$ cat src/hdl/vna_pkg.sv
// shared constants, codes and payload types for the vertex normal accumulator
// no dependencies
package vna_pkg;

  localparam int MAX_VERTICES = 1024;
  localparam int IDX_W        = $clog2(MAX_VERTICES);
  localparam int CNT_W        = IDX_W + 1;
  localparam int POS_W        = 12;
  localparam int VEC_W        = 27;
  localparam int MAG_W        = VEC_W;
  localparam int SQ_W         = 56;
  localparam int ROOT_W       = SQ_W / 2;
  localparam int SUM_W        = 21;
  localparam int NRM_W        = 16;
  localparam int QUO_W        = 15;
  localparam int ONE_Q14      = 16384;
  localparam int SUM_MAX      = 1048575;
  localparam int SUM_MIN      = -1048576;

  localparam logic [1:0] MODE_LOAD  = 2'd0;
  localparam logic [1:0] MODE_TRI   = 2'd1;
  localparam logic [1:0] MODE_READ  = 2'd2;
  localparam logic [1:0] MODE_CLEAR = 2'd3;

  localparam logic [1:0] ST_OK    = 2'd0;
  localparam logic [1:0] ST_RANGE = 2'd1;
  localparam logic [1:0] ST_FULL  = 2'd2;

  typedef struct packed {
    logic signed [VEC_W-1:0] x;
    logic signed [VEC_W-1:0] y;
    logic signed [VEC_W-1:0] z;
  } vec3_t;

  typedef struct packed {
    logic signed [NRM_W-1:0] x;
    logic signed [NRM_W-1:0] y;
    logic signed [NRM_W-1:0] z;
  } norm3_t;

endpackage

$ cat src/hdl/vna_unit.sv
// iterative unit-length scaler: squares, bitwise integer square root, long division
// depends on vna_pkg
module vna_unit (
  input  logic               clk,
  input  logic               rst,
  input  logic               start,
  input  vna_pkg::vec3_t     vec,
  output logic               done,
  output vna_pkg::norm3_t    res
);

  typedef enum logic [3:0] {
    U_IDLE = 4'b0001,
    U_SQ   = 4'b0010,
    U_ROOT = 4'b0100,
    U_DIV  = 4'b1000
  } ustate_t;

  ustate_t state;
  logic [4:0] cnt;
  logic [1:0] comp;
  vna_pkg::vec3_t v;
  logic [2*vna_pkg::MAG_W-1:0] sqp;
  logic [vna_pkg::SQ_W-1:0] sq;
  logic [vna_pkg::SQ_W-1:0] n_r;
  logic [vna_pkg::ROOT_W+1:0] rem;
  logic [vna_pkg::ROOT_W-1:0] root;
  logic [vna_pkg::ROOT_W:0] drem;
  logic [vna_pkg::QUO_W-1:0] quo;
  logic signed [vna_pkg::NRM_W-1:0] res_a [3];

  logic signed [vna_pkg::VEC_W-1:0] sel;
  logic [vna_pkg::MAG_W-1:0] mag;
  logic [vna_pkg::ROOT_W+1:0] rem_s, trial;
  logic [vna_pkg::ROOT_W:0] cur;
  logic ge;
  logic [vna_pkg::QUO_W-1:0] quo_next;
  logic signed [vna_pkg::NRM_W-1:0] signed_q;

  always_comb begin
    unique case (comp)
      2'd0:    sel = v.x;
      2'd1:    sel = v.y;
      default: sel = v.z;
    endcase
    mag   = sel[vna_pkg::VEC_W-1] ? vna_pkg::MAG_W'(-sel) : vna_pkg::MAG_W'(sel);
    rem_s = {rem[vna_pkg::ROOT_W-1:0], n_r[vna_pkg::SQ_W-1 -: 2]};
    trial = {root, 2'b01};
    cur   = (cnt == 5'd0) ? {1'b0, 1'b0, mag} : {drem[vna_pkg::ROOT_W-1:0], 1'b0};
    ge    = cur >= {1'b0, root};
    quo_next = {quo[vna_pkg::QUO_W-2:0], ge};
    if (root == '0) begin
      signed_q = '0;
    end else if (sel[vna_pkg::VEC_W-1]) begin
      signed_q = -vna_pkg::NRM_W'({1'b0, quo_next});
    end else begin
      signed_q = vna_pkg::NRM_W'({1'b0, quo_next});
    end
  end

  assign res = '{x: res_a[0], y: res_a[1], z: res_a[2]};

  always_ff @(posedge clk) begin
    if (rst) begin
      state <= U_IDLE;
      done  <= 1'b0;
    end else begin
      done <= 1'b0;
      unique case (state)
        U_IDLE: begin
          if (start) begin
            v     <= vec;
            cnt   <= '0;
            comp  <= 2'd0;
            sq    <= '0;
            state <= U_SQ;
          end
        end
        U_SQ: begin
          // multiply one component per cycle, sum behind the product register
          sqp <= mag * mag;
          if (cnt != 5'd0) begin
            sq <= sq + vna_pkg::SQ_W'(sqp);
          end
          comp <= comp + 2'd1;
          cnt  <= cnt + 5'd1;
          if (cnt == 5'd3) begin
            n_r   <= sq + vna_pkg::SQ_W'(sqp);
            rem   <= '0;
            root  <= '0;
            cnt   <= '0;
            state <= U_ROOT;
          end
        end
        U_ROOT: begin
          if (rem_s >= trial) begin
            rem  <= rem_s - trial;
            root <= {root[vna_pkg::ROOT_W-2:0], 1'b1};
          end else begin
            rem  <= rem_s;
            root <= {root[vna_pkg::ROOT_W-2:0], 1'b0};
          end
          n_r <= n_r << 2;
          cnt <= cnt + 5'd1;
          if (cnt == 5'(vna_pkg::ROOT_W - 1)) begin
            cnt   <= '0;
            comp  <= 2'd0;
            state <= U_DIV;
          end
        end
        U_DIV: begin
          drem <= ge ? cur - {1'b0, root} : cur;
          quo  <= quo_next;
          cnt  <= cnt + 5'd1;
          if (cnt == 5'(vna_pkg::QUO_W - 1)) begin
            res_a[comp] <= signed_q;
            cnt <= '0;
            if (comp == 2'd2) begin
              done  <= 1'b1;
              state <= U_IDLE;
            end else begin
              comp <= comp + 2'd1;
            end
          end
        end
        default: state <= U_IDLE;
      endcase
    end
  end

endmodule

$ cat config.mk
export PLATFORM = sky130hd
export DESIGN_NAME = vna_unit
export DESIGN_NICKNAME = d
export VERILOG_FILES = /design/src/hdl/vna_pkg.sv /design/src/hdl/vna_unit.sv
export SDC_FILE = /design/constraint.sdc
export NUM_CORES = 2
export LEC_CHECK = 0
export ABC_AREA = 1
export BUFFER_PORTS_ARGS = -buffer_cell sky130_fd_sc_hd__buf_2
export CORE_MARGIN = 3
export CORE_UTILIZATION = 45
export DETAILED_ROUTE_END_ITERATION = 12
export PLACE_DENSITY = 0.73
export SLEW_MARGIN = 20
export SYNTH_ARGS = -nofsm -noshare
export SYNTH_HDL_FRONTEND = slang
export SYNTH_SLANG_ARGS = --single-unit
$ cat constraint.sdc
create_clock -name clk -period 18 [get_ports clk]
set_input_delay 3.6 -clock clk [delete_from_list [all_inputs] [get_ports clk]]
set_output_delay 3.6 -clock clk [all_outputs]
set_load 0.005 [all_outputs]
### After elaboration in Yosys (flattened, before gate mapping)

Memory sizes are Yosys's and may differ from the RTL's.
Index checks and enable logic that the tools add are counted.

* add/subtract/negate cells: 7
* multiply operators: 1
* magnitude comparators: 2
* eq/ne operators: 16
* multiplexer cells: 38
* bitwise logic cells: 3
* reduce and logical (&&, ||, !) cells: 16

Operators by type and width (number)
* $pmux W56 S2: 2
* $mux W56: 3
* $mux W28: 4
* $pmux W28 S2: 2
* $add A56 B54 Y56: 1
* $sub A28 B28 Y28: 2
* $mul A27 B27 Y54: 1
* $pmux W27 S2: 1
* $mux W16: 2
* $ge A30 B30 Y1: 1
* $ge A29 B28 Y1: 1
* $mux W29: 1
* $logic_not A28 Y1: 1
* $mux W27: 1
* $neg A27 Y27: 1
* $mux W4: 5
* $mux W5: 4
* $pmux W5 S4: 1
* $neg A15 Y16: 1
* $pmux W4 S4: 1
* $ne A2 B2 Y1 const B: 7
* $reduce_and A3 Y1: 3
* $mux W2: 4
* $pmux W2 S4: 1
* other kinds (23): 32

* bits in registers: 357
* RAM bits: 48
* bits of input ports: 84
* output and inout port bits: 49
* logic and storage cells: 98
* memories kept: 1

Memory list
* res_a: words 3, bits a word 16, read ports 3, clocked after memory_dff 0, write ports 1, RTL line vna_unit.sv:30 `logic signed [vna_pkg::NRM_W-1:0] res_a [3];`

### Longest topological paths before layout

* depth in word-level cells: 9
* gate-level depth with buffers: 47
* mapped depth without buffers: 45

### Least setup slack after synthesis

No wires, ideal clock.

* path type: input port to flip-flop
* from: in rst
* to: reg n_r[0] in the netlist's numbering, enable pin
* setup time: 0.720 ns
* data arrival time: 11.336 ns
* required time: 17.280 ns
* slack: 5.944 ns
* stages on the path: 2
* path buffers: 1
* cells stage by stage: buf_2 -> nor3_1

* cells in the longest elaborated chain, start to end: 2

RTL lines
* start: declaration: RTL line vna_unit.sv:5 `input logic rst,`
* $not A1 Y1 (no source line)
* $reduce_and A3 Y1 (no source line)
* end signal: assignment: RTL line vna_unit.sv:88 `n_r <= sq + vna_pkg::SQ_W'(sqp);`
* end signal: assignment: RTL line vna_unit.sv:103 `n_r <= n_r << 2;`
* end: declaration: RTL line vna_unit.sv:25 `logic [vna_pkg::SQ_W-1:0] n_r;`

No other way between the ends.
A chain may end at the register's enable or synchronous reset.

### Worst setup path in the final report

* from: reg comp[0]
* to: reg sqp[45] in the netlist's numbering, data pin

* cells in the longest elaborated chain, start to end: 5
* elaborated cells on any way between the ends: 6
* classes of those cells: 1 x add/sub; 1 x mul; 1 x eq/ne; 2 x mux; 1 x reduce/logical

RTL lines
* start: declaration: RTL line vna_unit.sv:21 `logic [1:0] comp;`
* start signal: assignment: RTL line vna_unit.sv:85 `comp <= comp + 2'd1;`
* start signal: assignment: RTL line vna_unit.sv:122 `comp <= comp + 2'd1;`
* $eq A2 B1 Y1 / $logic_not A2 Y1 (equally long branches): RTL line vna_unit.sv:41 `unique case (comp)`
* $pmux W27 S2 *: RTL line vna_unit.sv:41
* $neg A27 Y27: RTL line vna_unit.sv:46 `mag = sel[vna_pkg::VEC_W-1] ? vna_pkg::MAG_W'(-sel) : vna_pkg::MAG_W'(sel);`
* $mux W27 *: RTL line vna_unit.sv:46
* named net mag (one bit): RTL line vna_unit.sv:33 `logic [vna_pkg::MAG_W-1:0] mag;`
* $mul A27 B27 Y54 *: RTL line vna_unit.sv:81 `sqp <= mag * mag;`
* end signal: assignment: RTL line vna_unit.sv:81
* end: declaration: RTL line vna_unit.sv:23 `logic [2*vna_pkg::MAG_W-1:0] sqp;`

Mark *: on every way through the listed nets, which the timed path passes. The rest lies on a longest branch.

==> run metrics <==
outcome=finished, final reports clean; critical path startpoint=comp[0]; Routed wire per std cell=18.6 um; via count=35843; CTS Buf Count=46; Final setup viols=0; Worst setup EP type=flop; path depth of the worst reg2reg path=40; Crit Path Class=reg2reg; Peak Freq=0.0964 GHz; post-route ant nets=0; first-pass GRT wire length=199000 um; Mapped Cells=5343; H-tree Lvls=2; Slew headroom=29.3%; die area=105000 um^2; Max-Cap Viols=0; CTS tree=done; sequential share of the synthesized area=26.7%; wirelength, routed=126000 um; worst-path maximum fanout=28; Initial DRC Count=2674; Final min period=10.38 ns; Post CTS Setup Buffer Count=0; Worst-Margin Slew=1.06 ns; fin. max-slew vios=0; Layout Nets=6418; clk sinks=404; DPL Wire Length=100000 um; startpoint type of the worst setup path=flop; ANT cells=0; Mapped Avg Cell Area=8.48 um^2; drt pass-1 iters=6; Remaining DRCs=0; Worst path slowest cell=nand2_2; area leader, netlist=edfxtp_1; row cnt=115; clk_lat worst skew=0.61 ns; Port Buf Inserts=132; total congestion overflow=0; Synth area leaders=edfxtp_1, fa_1, inv_1; most used cell along the critical path=inv_1; share of the synthesized area in the top cell type=26.4%; Seq cells post-synth=404; Area Overhead vs Synth=7.69%; final number of hold-violating endpoints=0; Distinct cells, synth=56; Initial Utilization=45.7%; arrival time of the worst setup path=10.74 ns; Setup TNS Final=0 ns; Reg2Reg Launch Point=comp[0]; # IOs=133; post-cts hold buffer count=0; RSZ-0062 raised after global routing=false; Clock Skews=0.0278 ns; largest net degree at the start of global routing=88; die width=323 um; CP Capture Point=sqp[45]; R2R Setup Slk=7.62 ns; Total GRT Usage=24.4%; Ys Warns=0; Worst EP required=18.36 ns; via density per instance=5.28; Die H=323 um; number of cells upsized or downsized after cts=0; layout cell share with drive strength beyond 1=6.69%; worst min path class=reg2reg; synthesized area=45300 um^2; Clock transition at path regs=0.06 ns; clock tree buffer depth=3; initial antenna violation count=0; period utilisation layout=57.7%; vias in the first global route=36676; R2R Path End=sqp[45]; routability cong.=1.02; CORE AREA=99100 um^2; Root Driver=clkbuf_16; Hold Slack=0.475 ns; Worst path max stage delay=0.64 ns
cells by family (layout without fill, tap and decap cells):
group	after synthesis	in the layout	synth area share [%]
and+or+nand+nor	2104	2104	19.6
buffers and inverters	1264	1403	10.9
adders and majority gates	871	871	33.3
AOI/OAI and AO/OA	571	571	6.98
DFF	404	404	26.7
xor gates and xnor gates	127	127	2.50
other	2	20	0.0166
synth_stat cells, drive strengths merged:
cell	number
ha	312
a221oi	1
clkbuf	42
nand3b	17
o21ai	227
conb	2
a31oi	19
o311ai	1
nand2	1009
o22ai	1
clkinv	2
edfxtp	399
or2	11
nand4	44
inv	1152
fa	559
a21oi	227
o21a	13
o2111ai	1
a21boi	18
nor3b	2
xor2	66
nor2	748
o211ai	10
and3	2
buf	68
a21o	19
nand2b	1
xnor2	61
dfxtp	5
nor4	19
nor3	43
a211oi	6
o21bai	26
a22o	1
o31ai	1
and2	4
nand3	204
routing by layer:
metal  global-route usage (%)  share of wire (%)
met5                        0                  0
met4                     8.95                3.8
met3                     4.05                8.0
met2                     38.8                 45
met1                     33.9                 43
state kept, by name, summed over array words and instances (netlist names):
register and flops:
rem 28, v 81, state 4, drem 28
res_a 48, sq 56, root 28, done 1
sqp 53, quo 14, comp 2, cnt 5
n_r 56
worst min path at each step:
stage | startpoint | endpoint | slack, ns | cells after the start
floorplan | quo[0] | quo[1] | 0.43 | 0
global placement | quo[6] | quo[7] | 0.46 | 0
detailed placement | quo[6] | quo[7] | 0.44 | 0
CTS | quo[6] | quo[7] | 0.48 | 0
global route | quo[7] | quo[8] | 0.50 | 0
finish | quo[6] | quo[7] | 0.48 | 0
layout make-up:
type,instances,area (um^2)
clock buffers,55,1230
clock inverters,30,263
fillers,9282,50400
inverters,1154,4330
multi-input cells,3693,28400
flip-flops and latches,404,12100
well taps,1287,1610
repair buffers,164,901
placed cells by master (no fill, tap or decap), drive strengths merged, types with 18 or more instances in the layout:
master     n
nand2   1009
a21boi    18
ha       312
edfxtp   399
nor4      19
xor2      66
a21o      19
o21ai    227
a31oi     19
fa       559
o21bai    26
nand4     44
conb      20
nor2     748
clkinv    23
nor3      43
xnor2     61
buf      164
inv     1155
a21oi    227
clkbuf    55
nand3    204
worst max-delay path: cells and delay by family (launching register included):
| kind | cells | cell delay (ns) |
|---|---|---|
| buf+inv | 12 | 2.13 |
| flops | 1 | 0.41 |
| fa+ha+maj | 10 | 4.60 |
| simple gates | 17 | 2.89 |
| xor+xnor | 1 | 0.08 |
stage by stage:
stage | instances | setup slack [ns] | util, % | cell area, um^2
5_1_grt | 6787 | 7.02 | 49.2 | 48800
4_1_cts | 6787 | 7.77 | 49.2 | 48800
3_3_place_gp | 6702 | 7.86 | 47.7 | 47300
2_1_floorplan | 5361 | 5.94 | - | 45400
6_report | 6787 | 7.62 | 49.2 | 48800
3_5_place_dp | 6702 | 7.77 | 47.7 | 47300
Power is left out: the tool's default activity adds up to more than one toggle a clock period on the data nets, which glitch-free logic cannot reach.
